### config.mk
export PLATFORM = sky130hd
export DESIGN_NAME = sha1_message_digest
export DESIGN_NICKNAME = d
export VERILOG_FILES = /design/src/rtl/sha1md_pkg.sv /design/src/rtl/sha1_message_digest.sv /design/src/rtl/sha1md_front.sv /design/src/rtl/sha1md_queue.sv /design/src/rtl/sha1md_core.sv
export SDC_FILE = /design/constraint.sdc
export NUM_CORES = 2
export LEC_CHECK = 0
export ABC_AREA = 0
export BUFFER_PORTS_ARGS = -buffer_cell sky130_fd_sc_hd__buf_2
export CORE_UTILIZATION = 35
export CTS_CLUSTER_DIAMETER = 200
export DETAILED_ROUTE_END_ITERATION = 7
export PLACE_DENSITY = 0.46
export SYNTH_ARGS = -nofsm -noshare
export SYNTH_HDL_FRONTEND = slang
export SYNTH_HIERARCHICAL = 1
export SYNTH_SLANG_ARGS = --single-unit
### constraint.sdc
create_clock -name clk -period 7.2 [get_ports clk]
set_clock_uncertainty 0.1 [all_clocks]
set_input_delay 0.72 -clock clk [delete_from_list [all_inputs] [get_ports clk]]
set_output_delay 0.72 -clock clk [all_outputs]
set_load 0.005 [all_outputs]
### src/rtl/sha1md_pkg.sv
// ----------------------------------------------------------------------------
// sha1md_pkg
// Shared types and constants of the SHA-1 message digest block.
// ----------------------------------------------------------------------------
package sha1md_pkg;

    // what a queued transaction asks the hash core to do
    typedef enum logic [1:0] {
        KIND_BYTE,
        KIND_END,
        KIND_BYTE_END
    } item_kind_t;

    typedef struct packed {
        logic [7:0] data;
        item_kind_t kind;
    } item_t;

    localparam int WORD_COUNT = 5;

    localparam logic [31:0] SHA1_IV [WORD_COUNT] = '{
        32'h67452301, 32'hEFCDAB89, 32'h98BADCFE, 32'h10325476, 32'hC3D2E1F0
    };

    localparam logic [7:0] PAD_BYTE = 8'h80;

    // round constant per group of 20 rounds
    function automatic logic [31:0] round_k(input logic [1:0] grp);
        logic [31:0] k;
        case (grp)
            2'd0:    k = 32'h5A827999;
            2'd1:    k = 32'h6ED9EBA1;
            2'd2:    k = 32'h8F1BBCDC;
            default: k = 32'hCA62C1D6;
        endcase
        return k;
    endfunction

endpackage

### src/rtl/sha1_message_digest.sv
// ----------------------------------------------------------------------------
// sha1_message_digest
// SHA-1 of a byte stream; the digest comes out as five 32-bit words.
// ----------------------------------------------------------------------------
// Input channel s_axis: one transaction per message byte; tuser marks that
// tdata holds a byte, tlast marks the end of the message. A transaction with
// tlast and no byte ends the message without adding a byte (empty message).
// Output channel m_axis: five transactions per message, digest word 0 first,
// word number on tuser, tlast on word 4.
// Input transactions go into a queue (QUEUE_DEPTH entries); the core drains
// it at one byte per cycle while it is idle. Every 64 bytes the core leaves
// idle for the round loop (80 rounds, one per cycle) and the chaining add,
// and takes nothing from the queue until both are done. At message end the
// core fills padding one byte per cycle, runs one or two compressions and
// sends the digest, one word per cycle while tready is high.
// A stalled output holds the core in its send step; the queue keeps taking
// input until it is full, then tready drops.
// Reset empties the queue, loads the initial vector and clears the byte
// and bit counts; no clearing pass is needed.
// ----------------------------------------------------------------------------
module sha1_message_digest
    import sha1md_pkg::*;
#(
    parameter int QUEUE_DEPTH = 4
)
(
    input  logic        clk,
    input  logic        rst_n,
    input  logic        s_axis_tvalid,
    output logic        s_axis_tready,
    input  logic [7:0]  s_axis_tdata,   // byte_value
    input  logic        s_axis_tuser,   // byte_present
    input  logic        s_axis_tlast,   // message_end
    output logic        m_axis_tvalid,
    input  logic        m_axis_tready,
    output logic [31:0] m_axis_tdata,   // digest_word
    output logic [2:0]  m_axis_tuser,   // word_number
    output logic        m_axis_tlast    // digest_last
);

    logic  q_full;
    logic  q_push;
    item_t q_push_item;
    logic  q_pop;
    logic  q_valid;
    item_t q_pop_item;

    sha1md_front u_front (
        .clk           (clk),
        .rst_n         (rst_n),
        .s_axis_tvalid (s_axis_tvalid),
        .s_axis_tready (s_axis_tready),
        .s_axis_tdata  (s_axis_tdata),
        .s_axis_tuser  (s_axis_tuser),
        .s_axis_tlast  (s_axis_tlast),
        .q_full        (q_full),
        .q_push        (q_push),
        .q_item        (q_push_item)
    );

    sha1md_queue #(
        .DEPTH (QUEUE_DEPTH)
    ) u_queue (
        .clk       (clk),
        .rst_n     (rst_n),
        .push      (q_push),
        .push_item (q_push_item),
        .full      (q_full),
        .pop       (q_pop),
        .pop_valid (q_valid),
        .pop_item  (q_pop_item)
    );

    sha1md_core u_core (
        .clk           (clk),
        .rst_n         (rst_n),
        .q_valid       (q_valid),
        .q_item        (q_pop_item),
        .q_pop         (q_pop),
        .m_axis_tvalid (m_axis_tvalid),
        .m_axis_tready (m_axis_tready),
        .m_axis_tdata  (m_axis_tdata),
        .m_axis_tuser  (m_axis_tuser),
        .m_axis_tlast  (m_axis_tlast)
    );

endmodule

### src/rtl/sha1md_front.sv
// ----------------------------------------------------------------------------
// sha1md_front
// Input side: takes stream transactions, classifies them and pushes the ones
// that do work into the queue toward the hash core.
// ----------------------------------------------------------------------------
module sha1md_front
    import sha1md_pkg::*;
(
    input  logic       clk,
    input  logic       rst_n,
    input  logic       s_axis_tvalid,
    output logic       s_axis_tready,
    input  logic [7:0] s_axis_tdata,   // byte_value
    input  logic       s_axis_tuser,   // byte_present
    input  logic       s_axis_tlast,   // message_end
    input  logic       q_full,
    output logic       q_push,
    output item_t      q_item
);

    logic accept;

    assign s_axis_tready = ~q_full;
    assign accept        = s_axis_tvalid & s_axis_tready;

    // a transaction with neither byte nor end has no effect and is dropped
    assign q_push = accept & (s_axis_tuser | s_axis_tlast);

    always_comb
    begin
        q_item.data = s_axis_tdata;
        unique case ({s_axis_tuser, s_axis_tlast})
            2'b10:   q_item.kind = KIND_BYTE;
            2'b11:   q_item.kind = KIND_BYTE_END;
            default: q_item.kind = KIND_END;
        endcase
    end

    assert property (@(posedge clk) disable iff (!rst_n)
        q_push |-> !q_full)
    else $error("front pushed into a full queue");

endmodule

### src/rtl/sha1md_queue.sv
// ----------------------------------------------------------------------------
// sha1md_queue
// Short first-in first-out queue of classified transactions between the
// input side and the hash core.
// ----------------------------------------------------------------------------
module sha1md_queue
    import sha1md_pkg::*;
#(
    parameter int DEPTH = 4
)
(
    input  logic  clk,
    input  logic  rst_n,
    input  logic  push,
    input  item_t push_item,
    output logic  full,
    input  logic  pop,
    output logic  pop_valid,
    output item_t pop_item
);

    localparam int PTR_W = (DEPTH > 1) ? $clog2(DEPTH) : 1;
    localparam int CNT_W = $clog2(DEPTH + 1);

    item_t            entry_reg [DEPTH];
    logic [PTR_W-1:0] wr_ptr_reg;
    logic [PTR_W-1:0] rd_ptr_reg;
    logic [CNT_W-1:0] count_reg;
    logic             do_push;
    logic             do_pop;

    assign full      = (count_reg == CNT_W'(DEPTH));
    assign pop_valid = (count_reg != '0);
    assign pop_item  = entry_reg[rd_ptr_reg];
    assign do_push   = push & ~full;
    assign do_pop    = pop & pop_valid;

    function automatic logic [PTR_W-1:0] ptr_inc(input logic [PTR_W-1:0] p);
        return (p == PTR_W'(DEPTH - 1)) ? '0 : p + PTR_W'(1);
    endfunction

    always_ff @(posedge clk)
    begin
        if (do_push)
        begin
            entry_reg[wr_ptr_reg] <= push_item;
        end
    end

    always_ff @(posedge clk or negedge rst_n)
    begin
        if (!rst_n)
        begin
            wr_ptr_reg <= '0;
            rd_ptr_reg <= '0;
            count_reg  <= '0;
        end
        else
        begin
            if (do_push)
            begin
                wr_ptr_reg <= ptr_inc(wr_ptr_reg);
            end
            if (do_pop)
            begin
                rd_ptr_reg <= ptr_inc(rd_ptr_reg);
            end
            if (do_push && !do_pop)
            begin
                count_reg <= count_reg + CNT_W'(1);
            end
            else if (do_pop && !do_push)
            begin
                count_reg <= count_reg - CNT_W'(1);
            end
        end
    end

    assert property (@(posedge clk) disable iff (!rst_n)
        count_reg <= CNT_W'(DEPTH))
    else $error("queue count above depth");

endmodule

### src/rtl/sha1md_core.sv
// ----------------------------------------------------------------------------
// sha1md_core
// Hash core: packs bytes into the block buffer, pads the message, runs the
// 80 rounds one per cycle and sends out the digest words.
// ----------------------------------------------------------------------------
module sha1md_core
    import sha1md_pkg::*;
(
    input  logic        clk,
    input  logic        rst_n,
    input  logic        q_valid,
    input  item_t       q_item,
    output logic        q_pop,
    output logic        m_axis_tvalid,
    input  logic        m_axis_tready,
    output logic [31:0] m_axis_tdata,  // digest_word
    output logic [2:0]  m_axis_tuser,  // word_number
    output logic        m_axis_tlast   // digest_last
);

    typedef enum logic [2:0] {
        ST_IDLE,
        ST_ROUND,
        ST_FOLD,
        ST_PAD,
        ST_ZFILL,
        ST_EMIT
    } state_t;

    localparam logic [5:0] LEN_POS   = 6'd56;
    localparam logic [5:0] FILL_LAST = 6'd63;
    localparam logic [6:0] RND_LAST  = 7'd79;
    localparam logic [2:0] WORD_LAST = 3'(WORD_COUNT - 1);

    state_t      state_reg;
    logic [5:0]  fill_reg;
    logic [63:0] bits_reg;
    logic [6:0]  rnd_reg;
    logic [2:0]  word_reg;
    logic        end_pend_reg;
    logic        pad_done_reg;
    logic        last_blk_reg;
    logic [31:0] h_reg [WORD_COUNT];
    logic [31:0] v_reg [WORD_COUNT];
    logic [31:0] buf_reg [16];
    logic        out_valid_reg;
    logic [31:0] out_data_reg;
    logic [2:0]  out_num_reg;
    logic        out_last_reg;

    logic        has_byte;
    logic        has_end;
    logic        byte_we;
    logic [7:0]  byte_val;
    logic [3:0]  byte_idx;
    logic [4:0]  byte_sh;
    logic [31:0] byte_word;
    logic        len_we;
    logic        start_cmp;
    logic        out_free;
    logic [1:0]  grp;
    logic [31:0] f_val;
    logic [31:0] t_val;
    logic [31:0] w_new;

    assign has_byte = (q_item.kind != KIND_END);
    assign has_end  = (q_item.kind != KIND_BYTE);
    assign q_pop    = (state_reg == ST_IDLE) && q_valid;
    assign out_free = !out_valid_reg || m_axis_tready;

    // byte insertion into the block buffer, big-endian within each word
    always_comb
    begin
        byte_we  = 1'b0;
        byte_val = 8'h00;
        case (state_reg)
            ST_IDLE:
            begin
                byte_we  = q_valid && has_byte;
                byte_val = q_item.data;
            end
            ST_PAD:
            begin
                byte_we  = 1'b1;
                byte_val = PAD_BYTE;
            end
            ST_ZFILL:
            begin
                byte_we = (fill_reg != LEN_POS);
            end
            default:
            begin
                byte_we = 1'b0;
            end
        endcase
    end

    assign byte_idx = fill_reg[5:2];
    assign byte_sh  = {~fill_reg[1:0], 3'b000};
    assign byte_word = (fill_reg[1:0] == 2'd0)
        ? ({24'h0, byte_val} << byte_sh)
        : ((buf_reg[byte_idx] & ~(32'hFF << byte_sh)) | ({24'h0, byte_val} << byte_sh));

    assign len_we = (state_reg == ST_ZFILL) && (fill_reg == LEN_POS);

    // a compression starts when the block buffer gets its last byte
    always_comb
    begin
        start_cmp = 1'b0;
        case (state_reg)
            ST_IDLE:  start_cmp = q_valid && has_byte && (fill_reg == FILL_LAST);
            ST_PAD:   start_cmp = (fill_reg == FILL_LAST);
            ST_ZFILL: start_cmp = (fill_reg == FILL_LAST) || (fill_reg == LEN_POS);
            default:  start_cmp = 1'b0;
        endcase
    end

    // one round
    always_comb
    begin
        if (rnd_reg < 7'd20)
        begin
            grp = 2'd0;
        end
        else if (rnd_reg < 7'd40)
        begin
            grp = 2'd1;
        end
        else if (rnd_reg < 7'd60)
        begin
            grp = 2'd2;
        end
        else
        begin
            grp = 2'd3;
        end
        case (grp)
            2'd0:    f_val = (v_reg[1] & v_reg[2]) | (~v_reg[1] & v_reg[3]);
            2'd2:    f_val = (v_reg[1] & v_reg[2]) | (v_reg[1] & v_reg[3])
                           | (v_reg[2] & v_reg[3]);
            default: f_val = v_reg[1] ^ v_reg[2] ^ v_reg[3];
        endcase
    end

    assign t_val = {v_reg[0][26:0], v_reg[0][31:27]} + f_val + v_reg[4]
                 + round_k(grp) + buf_reg[0];
    // schedule word w[i] from the 16-word window w[i-16..i-1]
    assign w_new = buf_reg[13] ^ buf_reg[8] ^ buf_reg[2] ^ buf_reg[0];

    // block buffer doubles as the schedule window during the rounds
    always_ff @(posedge clk)
    begin
        if (state_reg == ST_ROUND)
        begin
            for (int i = 0; i < 15; i++)
            begin
                buf_reg[i] <= buf_reg[i+1];
            end
            buf_reg[15] <= {w_new[30:0], w_new[31]};
            v_reg[0]    <= t_val;
            v_reg[1]    <= v_reg[0];
            v_reg[2]    <= {v_reg[1][1:0], v_reg[1][31:2]};
            v_reg[3]    <= v_reg[2];
            v_reg[4]    <= v_reg[3];
        end
        else
        begin
            if (byte_we)
            begin
                buf_reg[byte_idx] <= byte_word;
            end
            if (len_we)
            begin
                buf_reg[14] <= bits_reg[63:32];
                buf_reg[15] <= bits_reg[31:0];
            end
            if (start_cmp)
            begin
                for (int i = 0; i < WORD_COUNT; i++)
                begin
                    v_reg[i] <= h_reg[i];
                end
            end
        end
    end

    always_ff @(posedge clk or negedge rst_n)
    begin
        if (!rst_n)
        begin
            state_reg     <= ST_IDLE;
            fill_reg      <= '0;
            bits_reg      <= '0;
            rnd_reg       <= '0;
            word_reg      <= '0;
            end_pend_reg  <= 1'b0;
            pad_done_reg  <= 1'b0;
            last_blk_reg  <= 1'b0;
            out_valid_reg <= 1'b0;
            out_data_reg  <= '0;
            out_num_reg   <= '0;
            out_last_reg  <= 1'b0;
            for (int i = 0; i < WORD_COUNT; i++)
            begin
                h_reg[i] <= SHA1_IV[i];
            end
        end
        else
        begin
            // the send step reloads the output register itself
            if (out_valid_reg && m_axis_tready && (state_reg != ST_EMIT))
            begin
                out_valid_reg <= 1'b0;
            end
            if (start_cmp)
            begin
                rnd_reg <= '0;
            end
            if (byte_we)
            begin
                fill_reg <= fill_reg + 6'd1;
            end

            unique case (state_reg)
                ST_IDLE:
                begin
                    if (q_valid)
                    begin
                        if (has_byte)
                        begin
                            bits_reg <= bits_reg + 64'd8;
                        end
                        end_pend_reg <= has_end;
                        if (start_cmp)
                        begin
                            state_reg <= ST_ROUND;
                        end
                        else if (has_end)
                        begin
                            state_reg <= ST_PAD;
                        end
                    end
                end
                ST_PAD:
                begin
                    pad_done_reg <= 1'b1;
                    state_reg    <= start_cmp ? ST_ROUND : ST_ZFILL;
                end
                ST_ZFILL:
                begin
                    if (len_we)
                    begin
                        last_blk_reg <= 1'b1;
                    end
                    if (start_cmp)
                    begin
                        state_reg <= ST_ROUND;
                    end
                end
                ST_ROUND:
                begin
                    rnd_reg <= rnd_reg + 7'd1;
                    if (rnd_reg == RND_LAST)
                    begin
                        state_reg <= ST_FOLD;
                    end
                end
                ST_FOLD:
                begin
                    for (int i = 0; i < WORD_COUNT; i++)
                    begin
                        h_reg[i] <= h_reg[i] + v_reg[i];
                    end
                    if (last_blk_reg)
                    begin
                        word_reg  <= '0;
                        state_reg <= ST_EMIT;
                    end
                    else if (end_pend_reg)
                    begin
                        state_reg <= pad_done_reg ? ST_ZFILL : ST_PAD;
                    end
                    else
                    begin
                        state_reg <= ST_IDLE;
                    end
                end
                ST_EMIT:
                begin
                    if (out_free)
                    begin
                        out_valid_reg <= 1'b1;
                        out_data_reg  <= h_reg[word_reg];
                        out_num_reg   <= word_reg;
                        out_last_reg  <= (word_reg == WORD_LAST);
                        word_reg      <= word_reg + 3'd1;
                        if (word_reg == WORD_LAST)
                        begin
                            for (int i = 0; i < WORD_COUNT; i++)
                            begin
                                h_reg[i] <= SHA1_IV[i];
                            end
                            fill_reg     <= '0;
                            bits_reg     <= '0;
                            end_pend_reg <= 1'b0;
                            pad_done_reg <= 1'b0;
                            last_blk_reg <= 1'b0;
                            state_reg    <= ST_IDLE;
                        end
                    end
                end
                default:
                begin
                    state_reg <= ST_IDLE;
                end
            endcase
        end
    end

    assign m_axis_tvalid = out_valid_reg;
    assign m_axis_tdata  = out_data_reg;
    assign m_axis_tuser  = out_num_reg;
    assign m_axis_tlast  = out_last_reg;

    assert property (@(posedge clk) disable iff (!rst_n)
        (state_reg == ST_ROUND) |-> (rnd_reg <= RND_LAST))
    else $error("round counter out of range");

    assert property (@(posedge clk) disable iff (!rst_n)
        (out_valid_reg && out_last_reg) |-> (out_num_reg == WORD_LAST))
    else $error("last flag on a word other than the final one");

    assert property (@(posedge clk) disable iff (!rst_n)
        (state_reg == ST_FOLD) |=> (fill_reg == '0 || fill_reg == LEN_POS))
    else $error("block buffer not at a block boundary after compression");

    assert property (@(posedge clk) disable iff (!rst_n)
        (state_reg == ST_EMIT) |-> (fill_reg == LEN_POS))
    else $error("digest sent with padding incomplete");

endmodule
After elaboration in Yosys (flattened, before gate mapping) --
Memories as Yosys holds them, arrays and structs flattened. Cells that the tools add are included.
Storage, ports and cells: register bits 290, RAM bits 712, memories kept 3
Operators by class: add/subtract/negate cells 17, order comparisons 4, equal/unequal tests 28, shifts and indexed selects 2, mux-type cells 79, bitwise operators 31, reductions and logical operators 33
Memories:
- u_core.buf_reg | words 16, bits a word 32, read ports 17, clocked after memory_dff 0, wr ports 16, RTL line sha1md_core.sv:45 | logic [31:0] buf_reg [16];
- u_core.v_reg | words 5, bits a word 32, read ports 5, clocked after memory_dff 0, wr ports 5, RTL line sha1md_core.sv:44 | logic [31:0] v_reg [WORD_COUNT];
- u_queue.entry_reg | words 4, bits a word 10, read ports 1, clocked after memory_dff 0, wr ports 1, RTL line sha1md_queue.sv:25 | item_t entry_reg [DEPTH];
Operators with widths (number):
- 2-to-1 mux 32 bit | 11
- 2-to-1 mux 160 bit | 2
- one-hot mux 160 bit (2 select lines) | 1
- adder 32 bit | 9
- 2-to-1 mux 64 bit | 4
- bitwise AND 32 bit | 5
- XOR 32 bit | 5
- OR 32 bit | 4
- one-hot mux 64 bit (2 select lines) | 1
- binary-select mux 32 bit (select 3 bit) | 1
- one-hot mux 32 bit (3 select lines) | 1
- adder 64 x 4 -> 64 bit (second input constant) | 1
- inverter 32 bit | 2
- one-hot mux 32 bit (2 select lines) | 1
- 2-to-1 mux 3 bit | 15
- OR reduction 32 bit | 1
- left shift 8 x 5 -> 32 bit | 1
- left shift 8 x 5 -> 32 bit (first input constant) | 1
- 2-to-1 mux 6 bit | 4
- 2-to-1 mux 1 bit | 22
- one-hot mux 3 bit (6 select lines) | 1
- inequality test 2 x 1 -> 1 bit (second input constant) | 8
- one-hot mux 8 bit (2 select lines) | 1
- less-than comparator 7 x 6 -> 1 bit (second input constant) | 2
- 42 further kinds | 90

Logic depth before layout (Yosys ltp) --
depth after elaboration 11, gate-level depth with buffers 28, depth with buffers taken out 26

Modules after synthesis --
Netlist, hierarchy kept.
Modules (own cells, without submodules):
- sha1md_core | times used 1, cells an instance 5612, area each 58159.5 um^2, sequential area each 27286.2 um^2
- sha1md_queue | times used 1, cells an instance 89, area each 1898.1 um^2, sequential area each 1376.3 um^2
- sha1md_front | times used 1, cells an instance 12, area each 85.1 um^2, sequential area each 0.0 um^2

Worst setup path after synthesis --
No wires, ideal clock.
kind register to register, start reg u_core.fill_reg[4], end mem u_core.v_reg[0][0], enable pin, arrival 4.881 ns, path slack 0.899 ns, cell stages (with the launch flop) 13, clock period less this slack 6.301 ns, path through dfrtp_1 > buf_2 > and2_1 > clkbuf_1 > and4_1 > clkbuf_1 > inv_1 > nand2_1 > a32oi_1 > clkbuf_1 > buf_2 > buf_1 > nand2_1
RTL lines:
- start, declared | RTL line sha1md_core.sv:36 | logic [5:0] fill_reg;
- start signal, assigned | RTL line sha1md_core.sv:221 | fill_reg <= fill_reg + 6'd1;
- end, declared | RTL line sha1md_core.sv:44

==> flow_metrics.env <==
export IMPL_tightestPinTransition_ps=1411
export IMPL_avgRoutedWirePerCell_um=26.47
export IMPL_clkLatencyLatePin_ps=800
export IMPL_synth_edff_count=712
export IMPL_hpwl_um=137800
export IMPL_ys_seq_area_frac=0.4766
export IMPL_cts_buffers=121
export IMPL_rsz0062_at_grt="no"
export IMPL_first_pass_iters=5
export IMPL_cts_max_path_buffers=3
export IMPL_grt_pass1_vias=43920
export IMPL_synth_fp_nets=6063
export IMPL_dieArea_um2=173500
export IMPL_grt_max_degree=142
export IMPL_required_ps=7580
export IMPL_die_h_um=416.5
export IMPL_hold_viol=0
export IMPL_path_clk_slew_ps=60
export IMPL_critical_path_peak_fanout=13
export IMPL_vias=44667
export IMPL_finalCritPeriodShare=0.9466
export IMPL_htree_levels=3
export IMPL_crit_arrival_ps=7200
export IMPL_rows=151
export IMPL_start_util=0.3537
export IMPL_fmax_mhz=146.7
export IMPL_crit_family="adder cells"
export IMPL_antenna_found_initial=2
export IMPL_synth_ff_type="edfxtp_1"
export IMPL_cts_tree="yes"
export IMPL_place_area_um2=62690
export IMPL_viasPerCell=5.613
export IMPL_syn_to_final_growth_pct=11.07
export IMPL_clock_root_buffer="clkbuf_16"
export IMPL_place_congestion=0.8616
export IMPL_fin_crit_ps=6816
export IMPL_die_w_um=416.5
export IMPL_avgSynthCellArea_um2=10.53
export IMPL_synthesis_instances=5713
export IMPL_io_pins=52
export IMPL_diodes=0
export IMPL_coreArea_um2=170000
export IMPL_crit_slowest_cell="fa_1"
export IMPL_crit_buf_inv=6
export IMPL_crit_type="flip-flop to flip-flop"
export IMPL_async_flop_share=0.2873
export IMPL_ys_types=98
export IMPL_ys_warn_count=6
export IMPL_drc=0
export IMPL_nNetsFinal=5982
export IMPL_design_area_um2=66800
export IMPL_largest_register_ffs=512
export IMPL_grt_usage=0.2418
export IMPL_max_stage_delay_ps=540
export IMPL_outcome="finished clean"
export IMPL_cts_sinks=999
export IMPL_max_slew_margin=0.05586
export IMPL_slew_viol_final=0
export IMPL_max_cap_violations=0
export IMPL_setup_violations=0
export IMPL_port_buffers=51
export IMPL_hp_class="input pin to flip-flop"
export IMPL_grt_pass1_wl_um=310000
export IMPL_drtIter0Drc=3709
export IMPL_drtAntennaViolNets=0
export IMPL_worstSetupStartpointType="flip-flop"
export IMPL_grt_overflow_total=0
export IMPL_drive_above_1_share=0.1268
export IMPL_ys_ff_latch=999
export IMPL_wl_um=210600
export IMPL_cp_end_kind="flip-flop"
export IMPL_synth_cell_area_um2=60140
[synthesized netlist by cell type, drive strengths merged, types with 126 or more instances]
library cell	n	share of area
nand2	1007	0.063
edfxtp	712	0.36
o21ai	693	0.058
a21oi	376	0.032
nor2	359	0.023
inv	238	0.015
clkbuf	224	0.014
ha	210	0.044
dfrtp	207	0.086
mux4	203	0.076
xnor2	189	0.028
fa	126	0.042
[area by class of cell]
type | instances | area [um2]
clock buffers | 182 | 3510
fillers | 16608 | 103200
well taps | 2218 | 2775
multi-input cells | 4126 | 29360
flip-flops and latches | 999 | 28680
inverters | 238 | 893.4
clock inverters | 49 | 501.7
repair buffers | 146 | 1086
[stage by stage]
step	cells	hold slack (ps)	utilization	worst slack (ps)	TNS (ps)
finish	7958	74.22	0.3928	384.4	0
global route	7958	34.89	0.3928	7.502	0
CTS	7958	20.97	0.3928	12.20	0
detailed placement	7719	386.2	0.3687	-64.78	-64.78
global placement	7719	384.6	0.3687	27.85	0
floorplan	5713	324.4	-	899.3	0
[cell usage in the layout, fill, tap and decap left out, types with 26 or more instances in the layout]
cell type / count
a211oi_1: 33
a21o_1: 81
a21oi_1: 371
a22oi_1: 64
and3_1: 29
buf_2: 50
buf_4: 80
clkbuf_1: 38
clkbuf_16: 123
dfrtp_1: 201
dfstp_2: 80
edfxtp_1: 712
fa_1: 126
ha_1: 210
inv_1: 237
mux2_2: 36
mux2i_1: 38
mux4_2: 203
nand2_1: 983
nand3_1: 112
nand4_1: 26
nor2_1: 353
nor3_1: 55
o211ai_1: 53
o21ai_0: 684
or3_1: 26
xnor2_1: 189
xor2_1: 121
[metal layers]
metal / vias up / track usage / share of wire
met4: 2 / 0.06998 / 0.031
met5: - / 0 / 0.000062
li1: 20453 / - / -
met2: 1261 / 0.3943 / 0.47
met3: 261 / 0.02671 / 0.049
met1: 22690 / 0.3390 / 0.45
[worst reg2reg max path: cells and delay by family (launching register included)]
| kind | cells | cell delay, ps |
|---|---|---|
| simple gates | 2 | 520 |
| flops | 1 | 490 |
| xor+xnor | 1 | 110 |
| compound gates | 11 | 2190 |
| fa+ha+maj | 6 | 2360 |
| buf+inv | 6 | 770 |
[repair_timing]
item	4_1_cts	5_1_grt
resized for setup	1	3
pin swaps	0	1
buffers inserted	0	0
endpoints found under the setup margin	2	6
hold buffers	8	0
endpoints found under the hold margin	73	0
[kinds of logic (layout without fill, tap and decap cells)]
logic type	count (synthesis)	count (layout)	synth area share
fa+ha+maj	337	337	0.08580
mux	279	279	0.08958
compound gates	1469	1469	0.1415
buf+inv	588	615	0.03976
xor+xnor	310	310	0.04514
simple gates	1731	1731	0.1217
flops	999	999	0.4766
[worst paths after layout]
check	start	cells past startpoint	end	slack (ps)
min in group asynchronous	rst_n	2	u_core/h_reg[101]	510
worst max register to register	u_core/rnd_reg[4]	26	u_core/v_reg[0][31]	380
max in group asynchronous	rst_n	3	u_core/h_reg[26]	5250
worst min register to register	u_queue/count_reg[2]	1	u_queue/count_reg[2]	390
worst max-delay path	u_core/rnd_reg[4]	26	u_core/v_reg[0][31]	380
worst min-delay path	s_axis_tdata[4]	1	u_queue/entry_reg[1][6]	70
Power is left out: the tool's default activity adds up to more than one toggle a clock period on the data nets, which glitch-free logic cannot reach.
